### config.mk
export PLATFORM = sky130hd
export DESIGN_NAME = rhc_front
export DESIGN_NICKNAME = d
export VERILOG_FILES = /design/src/hw/rtl/rhc_pkg.sv /design/src/hw/rtl/rhc_front.sv
export SDC_FILE = /design/constraint.sdc
export NUM_CORES = 2
export LEC_CHECK = 0
export BUFFER_PORTS_ARGS = -buffer_cell sky130_fd_sc_hd__buf_2
export CORE_MARGIN = 2
export CORE_UTILIZATION = 52
export CTS_CLUSTER_SIZE = 14
export DETAILED_ROUTE_END_ITERATION = 8
export PLACE_DENSITY = 0.78
export SLEW_MARGIN = 20
export SYNTH_ARGS = -nofsm -noshare
export SYNTH_HDL_FRONTEND = slang
export SYNTH_SLANG_ARGS = --single-unit
export TNS_END_PERCENT = 100
### constraint.sdc
create_clock -name clk -period 15.4 [get_ports clk]
set_input_delay 2.31 -clock clk [delete_from_list [all_inputs] [get_ports clk]]
set_output_delay 2.31 -clock clk [all_outputs]
set_load 0.01 [all_outputs]
### src/hw/rtl/rhc_pkg.sv
// Shared types and constants for the RGB/HSV pixel converter.
// No dependencies; every other file of the converter imports this package.
package rhc_pkg;

    localparam int CH_BITS    = 12;
    localparam int LANES      = 3;
    localparam int NUM_BITS   = 37;
    localparam int DEN_BITS   = 26;
    localparam int DIV_BITS   = DEN_BITS + 1;
    localparam int REM_BITS   = 40;
    localparam int Q_BITS     = CH_BITS + 1;
    localparam int DIV_STAGES = Q_BITS;
    localparam int FRONT_STAGES = 3;

    localparam logic [CH_BITS-1:0] CH_MAX  = {CH_BITS{1'b1}};
    localparam logic [24:0]        DEN_REV = 25'd16773120;

    localparam logic DIR_TO_HSV = 1'b0;
    localparam logic DIR_TO_RGB = 1'b1;

    localparam logic [2:0] SEC_RY = 3'd0;
    localparam logic [2:0] SEC_YG = 3'd1;
    localparam logic [2:0] SEC_GC = 3'd2;
    localparam logic [2:0] SEC_CB = 3'd3;
    localparam logic [2:0] SEC_BM = 3'd4;

    typedef struct packed {
        logic [CH_BITS-1:0] comp_first;
        logic [CH_BITS-1:0] comp_second;
        logic [CH_BITS-1:0] comp_third;
    } pix_in_t;

    typedef struct packed {
        logic [CH_BITS-1:0] res_first;
        logic [CH_BITS-1:0] res_second;
        logic [CH_BITS-1:0] res_third;
        logic               achromatic;
    } pix_out_t;

    typedef struct packed {
        logic               dir;
        logic               achrom;
        logic [CH_BITS-1:0] val;
        logic [2:0]         sec;
    } side_t;

    typedef struct packed {
        logic [REM_BITS-1:0] rem;
        logic [DIV_BITS-1:0] dvs;
        logic [Q_BITS-1:0]   quo;
    } div_lane_t;

    typedef struct packed {
        div_lane_t [LANES-1:0] lane;
        side_t                 side;
    } div_word_t;

endpackage

### src/hw/rtl/rhc_front.sv
// Front end of the converter: extremes, sector split, products and rounding setup.
// Depends on rhc_pkg; feeds the divider pipeline rhc_div.
module rhc_front (
    input  logic              clk,
    input  logic [2:0]        en,
    input  logic              dir,
    input  rhc_pkg::pix_in_t  in_data,
    output rhc_pkg::div_word_t front_out
);
    import rhc_pkg::*;

    typedef struct packed {
        logic               dir;
        logic [CH_BITS-1:0] a;
        logic [CH_BITS-1:0] b;
        logic [CH_BITS-1:0] c;
        logic [CH_BITS-1:0] mx;
        logic [CH_BITS-1:0] mn;
        logic               rmax;
        logic               gmax;
        logic [2:0]         sec;
        logic [23:0]        sf;
        logic [24:0]        sfc;
    } s1_t;

    typedef struct packed {
        logic [LANES-1:0][NUM_BITS-1:0] num;
        logic [LANES-1:0][DEN_BITS-1:0] den;
        side_t                          side;
    } s2_t;

    s1_t       s1_reg, s1_next;
    s2_t       s2_reg, s2_next;
    div_word_t s3_reg, s3_next;

    logic [14:0]        h6;
    logic [CH_BITS-1:0] fr;

    // Stage 1: max and min of the color, and hue sector and saturation products.
    always_comb
    begin
        s1_next     = '0;
        s1_next.dir = dir;
        s1_next.a   = in_data.comp_first;
        s1_next.b   = in_data.comp_second;
        s1_next.c   = in_data.comp_third;
        s1_next.mx  = in_data.comp_first;
        s1_next.mn  = in_data.comp_first;
        if (in_data.comp_second > s1_next.mx) s1_next.mx = in_data.comp_second;
        if (in_data.comp_third  > s1_next.mx) s1_next.mx = in_data.comp_third;
        if (in_data.comp_second < s1_next.mn) s1_next.mn = in_data.comp_second;
        if (in_data.comp_third  < s1_next.mn) s1_next.mn = in_data.comp_third;
        s1_next.rmax = (in_data.comp_first == s1_next.mx);
        s1_next.gmax = (in_data.comp_second == s1_next.mx);
        h6           = 15'(in_data.comp_first) * 15'd6;
        fr           = h6[CH_BITS-1:0];
        s1_next.sec  = h6[14:12];
        s1_next.sf   = 24'(in_data.comp_second) * 24'(fr);
        s1_next.sfc  = 25'(in_data.comp_second) * (25'd4096 - 25'(fr));
    end

    // Stage 2: numerators and denominators of the three divider lanes.
    logic [CH_BITS-1:0] d;
    logic [14:0]        d6;
    logic [15:0]        n;

    always_comb
    begin
        s2_next = '0;
        d  = s1_reg.mx - s1_reg.mn;
        d6 = 15'(d) * 15'd6;
        if (s1_reg.rmax)
        begin
            if (s1_reg.b >= s1_reg.c)
                n = 16'(s1_reg.b) - 16'(s1_reg.c);
            else
                n = 16'(d6) - (16'(s1_reg.c) - 16'(s1_reg.b));
        end
        else if (s1_reg.gmax)
            n = 16'({d, 1'b0}) + 16'(s1_reg.c) - 16'(s1_reg.a);
        else
            n = 16'({d, 2'b0}) + 16'(s1_reg.a) - 16'(s1_reg.b);

        s2_next.side.dir = s1_reg.dir;
        s2_next.side.sec = s1_reg.sec;
        if (s1_reg.dir == DIR_TO_HSV)
        begin
            s2_next.num[0]      = NUM_BITS'({n[14:0], 12'b0});
            s2_next.den[0]      = DEN_BITS'(d6);
            s2_next.num[1]      = NUM_BITS'({d, 12'b0}) - NUM_BITS'(d);
            s2_next.den[1]      = DEN_BITS'(s1_reg.mx);
            s2_next.num[2]      = '0;
            s2_next.den[2]      = DEN_BITS'(1);
            s2_next.side.achrom = (s1_reg.mx == s1_reg.mn);
            s2_next.side.val    = s1_reg.mx;
        end
        else
        begin
            s2_next.num[0] = NUM_BITS'(24'(s1_reg.c) * 24'(CH_MAX - s1_reg.b));
            s2_next.den[0] = DEN_BITS'(CH_MAX);
            s2_next.num[1] = NUM_BITS'(s1_reg.c) * NUM_BITS'(DEN_REV - 25'(s1_reg.sf));
            s2_next.den[1] = DEN_BITS'(DEN_REV);
            s2_next.num[2] = NUM_BITS'(s1_reg.c) * NUM_BITS'(DEN_REV - s1_reg.sfc);
            s2_next.den[2] = DEN_BITS'(DEN_REV);
            s2_next.side.achrom = (s1_reg.b == '0);
            s2_next.side.val    = s1_reg.c;
        end
    end

    // Stage 3: round to nearest with ties up as floor((2n + d) / 2d).
    always_comb
    begin
        s3_next.side = s2_reg.side;
        for (int l = 0; l < LANES; l++)
        begin
            s3_next.lane[l].rem = REM_BITS'({s2_reg.num[l], 1'b0}) + REM_BITS'(s2_reg.den[l]);
            s3_next.lane[l].dvs = {s2_reg.den[l], 1'b0};
            s3_next.lane[l].quo = '0;
        end
    end

    always_ff @(posedge clk)
    begin
        if (en[0]) s1_reg <= s1_next;
        if (en[1]) s2_reg <= s2_next;
        if (en[2]) s3_reg <= s3_next;
    end

    assign front_out = s3_reg;

endmodule

== Yosys cells after proc, flatten, opt, wreduce, memory -nomap -nowiden ==
Cells that the tools add are included.

* Add/sub/neg operators: 16
* $mul: 7
* $lt $le $gt $ge: 5
* Equal/unequal tests: 3
* Muxes and demuxes: 9
* Reductions and logical operators: 1

{| class="wikitable"
|+ Operators by type and width
! cell !! count
|-
| two-way mux 152 bit || 1
|-
| adder 38 x 26 -> 39 bit || 3
|-
| two-way mux 12 bit || 4
|-
| two-way mux 15 bit || 3
|-
| multiplier 13 x 25 -> 37 bit || 1
|-
| multiplier 13 x 26 -> 37 bit || 1
|-
| equality test 12 bit || 3
|-
| multiplier 12 x 24 -> 36 bit || 1
|-
| multiplier 12 x 2 -> 14 bit, second input constant || 2
|-
| subtractor 12 x 12 -> 13 bit || 2
|-
| subtractor 24 x 25 -> 26 bit, first input constant || 1
|-
| multiplier 13 x 14 -> 25 bit || 1
|-
| subtractor 24 x 12 -> 25 bit || 1
|-
| subtractor 24 x 24 -> 25 bit, first input constant || 1
|-
| greater-than comparator 12 bit || 2
|-
| less-than comparator 12 bit || 2
|-
| multiplier 12 x 11 -> 23 bit || 1
|-
| adder 14 x 12 -> 15 bit || 1
|-
| subtractor 14 x 12 -> 15 bit || 1
|-
| subtractor 15 x 12 -> 15 bit || 1
|-
| subtractor 15 bit || 1
|-
| adder 13 x 12 -> 14 bit || 1
|-
| subtractor 13 x 12 -> 14 bit, first input constant || 1
|-
| two-way mux 13 bit || 1
|-
| other kinds (4) || 4
|}

* Register bits after elaboration: 535
* Input port bits: 41
* Output and inout bits: 257
* Logic and storage cells: 75

== Depth between registers and ports, before layout ==
* Word-level depth: 6
* Mapped depth: 34
* Gate-level depth less buffers: 33

== Worst setup path before layout ==
No wires, ideal clock.

* Path type: input to register
* Start: in in_data[24] (netlist name)
* End: reg s1_reg[24] (netlist name), data pin
* Library setup time: 259 ps
* Arrival: 9,015 ps
* Data required time: 15,141 ps
* Setup slack: 6,125 ps
* Stages on the path: 33
* Buffers on the path: 1
* Cells stage by stage: ha_1 inv_1 fa_1 nor2b_1 o21ai_1 a21boi_2 o21ai_1 a21boi_1 nor2_1 or3_1 xor2_1 clkbuf_1 and2_1 fa_1 inv_1 fa_1 inv_1 fa_1 fa_1 inv_1 fa_1 inv_1 ha_1 o21ai_0 a21oi_1 a41oi_2 o311a_1 a21oi_1 a21o_1 a21o_1 a21oi_1 a21oi_1 xnor2_1

{| class="wikitable"
|+ RTL lines
! item !! RTL line !! RTL
|-
| from (decl) || rhc_front.sv:7 || <nowiki>input rhc_pkg::pix_in_t in_data,</nowiki>
|-
| to (signal assigned) || rhc_front.sv:124 || <nowiki>if (en[0]) s1_reg <= s1_next;</nowiki>
|-
| to (decl) || rhc_front.sv:32 || <nowiki>s1_t s1_reg, s1_next;</nowiki>
|}

==> flow_summary.json <==
{
  "status": "complete, no violations",
  "clock_latency_ns": 0.63,
  "dieHeight_um": 339,
  "drv_cap": 0,
  "drt_iter0_drc": 3721,
  "hold_buffers": 0,
  "post-route-cell-area_um2": 62300,
  "clk_pin_slew_ns": 0.07,
  "synthArstFlopShare_pct": 0,
  "start_util_pct": 52.2,
  "post-cts-setup-buffers": 0,
  "start_kind": "input port",
  "port_buffers": 215,
  "num_rows": 123,
  "max_stage_delay_ns": 0.72,
  "pin_count": 298,
  "finClkSkew_ns": 0.0271,
  "gp_congestion": 0.960,
  "antenna_found_initial": 6,
  "grt.total_usage_pct": 25.1,
  "dp_slack_ns": 4.32,
  "nFillCells": 9655,
  "numCtsBuffers": 46,
  "ys_seq_area_share_pct": 20.7,
  "arrival_ns": 10.86,
  "drc": 0,
  "crit_path_end_kind": "flip-flop",
  "ys_ff_latch": 403,
  "synth_fa_ha_area_share_pct": 40.8,
  "synth_edf_count": 403,
  "avgSynthCellArea_um2": 9.51,
  "period_needed_ns": 10.48,
  "max_slew_margin_pct": 24.4,
  "finalSetupViolCount": 0,
  "die-area_um2": 115000,
  "rsz0062_at_grt": "no",
  "place_area_um2": 60600,
  "synthMuxAreaShare_pct": 0.499,
  "yosysWarnings": 0,
  "num_vias": 42700,
  "synth_cell_types": 93,
  "synth-compound-area-share_pct": 7.84,
  "yosys.area.top_type_share_pct": 28.7,
  "drt.antenna.violating_nets": 0,
  "htree_levels": 2,
  "grt_max_degree": 93,
  "cp_top_family": "adder cells",
  "synth_top_family_by_area": "adder cells",
  "grt_pass1_wl_mm": 231,
  "hold_path.class": "flip-flop to flip-flop",
  "crit_top_cell": "fa_1",
  "avgViaCountPerCell": 5.50,
  "grt_pass1_vias": 43900,
  "drv_slew": 0,
  "path_max_fanout": 17,
  "syn_area_um2": 58500,
  "fin_tns_setup_ns": 0,
  "fin_nets": 7676,
  "required_ns": 15.78,
  "timing.final.ws_setup_ns": 4.92,
  "cts-root-buf": "clkbuf_16",
  "hold_viol_final": 0,
  "synth_top_cell_by_area": "fa_1",
  "cp_num_buf_inv": 6,
  "cts_tree": "built",
  "fmax_mhz": 95.4,
  "largest_register_ffs": 147,
  "synthesis.instances": 6149,
  "numClockSinks": 403,
  "slowest_stage": "nor2_1",
  "synth-main-ff-cell": "edfxtp_1",
  "synth-simple-area-share_pct": 14.5,
  "synth_area_leaders": "fa_1 (29%), edfxtp_1 (21%), ha_1 (12%)",
  "hpwl_mm": 112,
  "worst_pin_slew_ns": 1.13,
  "ctsResizeCount": 0,
  "fin_crit_sh_pct": 68.1,
  "drive_gt1_share_pct": 6.88,
  "wl_mm": 143,
  "crit_type": "input port to flip-flop",
  "drtPass1Iterations": 6,
  "syn2layout_area_growth_pct": 6.50,
  "clockBufferDepth": 3,
  "synth_xor_area_share_pct": 5.45,
  "wl_per_cell_um": 18.4,
  "grt-ovfl-total": 0,
  "die_x_um": 339,
  "core_um2": 112000
}
[layout by cell type, fill, tap and decap left out, types with 20 or more instances in the layout]
cell,n
inv_1,1127
fa_1,837
nand2_1,680
ha_1,567
edfxtp_1,403
and2_1,395
nor2_1,313
xnor2_1,238
a21oi_1,230
buf_2,212
o21ai_0,124
xor2_1,113
a21o_1,95
conb_1,82
nor3_1,72
buf_4,70
nand3_1,64
nor2b_1,52
clkbuf_16,47
nand2b_1,42
nand4_1,35
o21a_1,34
and3_1,34
a211oi_1,30
mux2i_1,28
o21bai_1,27
or3_1,23
or2_2,20
[final timing paths]
check,start,endpoint,slack (ns),depth (start not counted)
worst max-delay path,in_data[24],s1_reg[23],4.92,32
worst max register to register,s1_reg[1],s2_reg[203],6.95,27
worst min-delay path,s2_reg[6],front_out[6],0.41,0
worst min register to register,s2_reg[6],front_out[6],0.41,0
[area by class of cell]
type | instances | area, um2 | area share [%]
antenna | 4 | 10.0 | 0.0161
timing repair buffer | 284 | 1610 | 2.58
inverter | 1138 | 4270 | 6.86
tap | 1500 | 1880 | 3.01
multi-input combinational | 4358 | 40800 | 65.6
clock buffer | 52 | 1190 | 1.92
sequential | 403 | 12100 | 19.4
clock inverter | 33 | 372 | 0.597
[synthesized netlist by cell type (34+ instances only)]
cell and instances:
clkbuf_1 199, buf_4 113, and2_1 395, fa_1 837, nand2b_1 42, ha_1 567, and3_1 34, nand2_1 680
o21a_1 34, inv_1 1128, nor2_1 313, o21ai_0 124, nand3_1 64, nor3_1 73, xnor2_1 244, nand4_1 35
xor2_1 120, nor2b_1 52, a21oi_1 230, a21o_1 95, edfxtp_1 403
[per-stage QoR]
stage	hold slack (ns)	utilization [%]	std cells
after floorplan	0.400	-	6230
after global placement	0.402	54.1	7683
after detailed placement	0.405	54.1	7683
after CTS	0.417	55.5	7768
after global routing	0.423	55.6	7768
final	0.413	55.6	7772
[layer usage]
layer	vias up	global-route usage (%)	wire length, um
met1	21100	33.5	58300
met5	-	0	0
met3	331	4.77	13300
met4	0	9.08	5480
li1	19400	-	-
met2	1854	41.1	66000
[logic make-up after synthesis]
logic type                 count (synthesis)
and+or+nand+nor                         1772
buffers and inverters                   1469
adders and majority gates               1404
AOI/OAI and AO/OA                        707
DFF                                      403
xor gates and xnor gates                 364
muxes                                     29
other                                      1
Power is left out: the tool's default activity adds up to more than one toggle a clock period on the data nets, which glitch-free logic cannot reach.
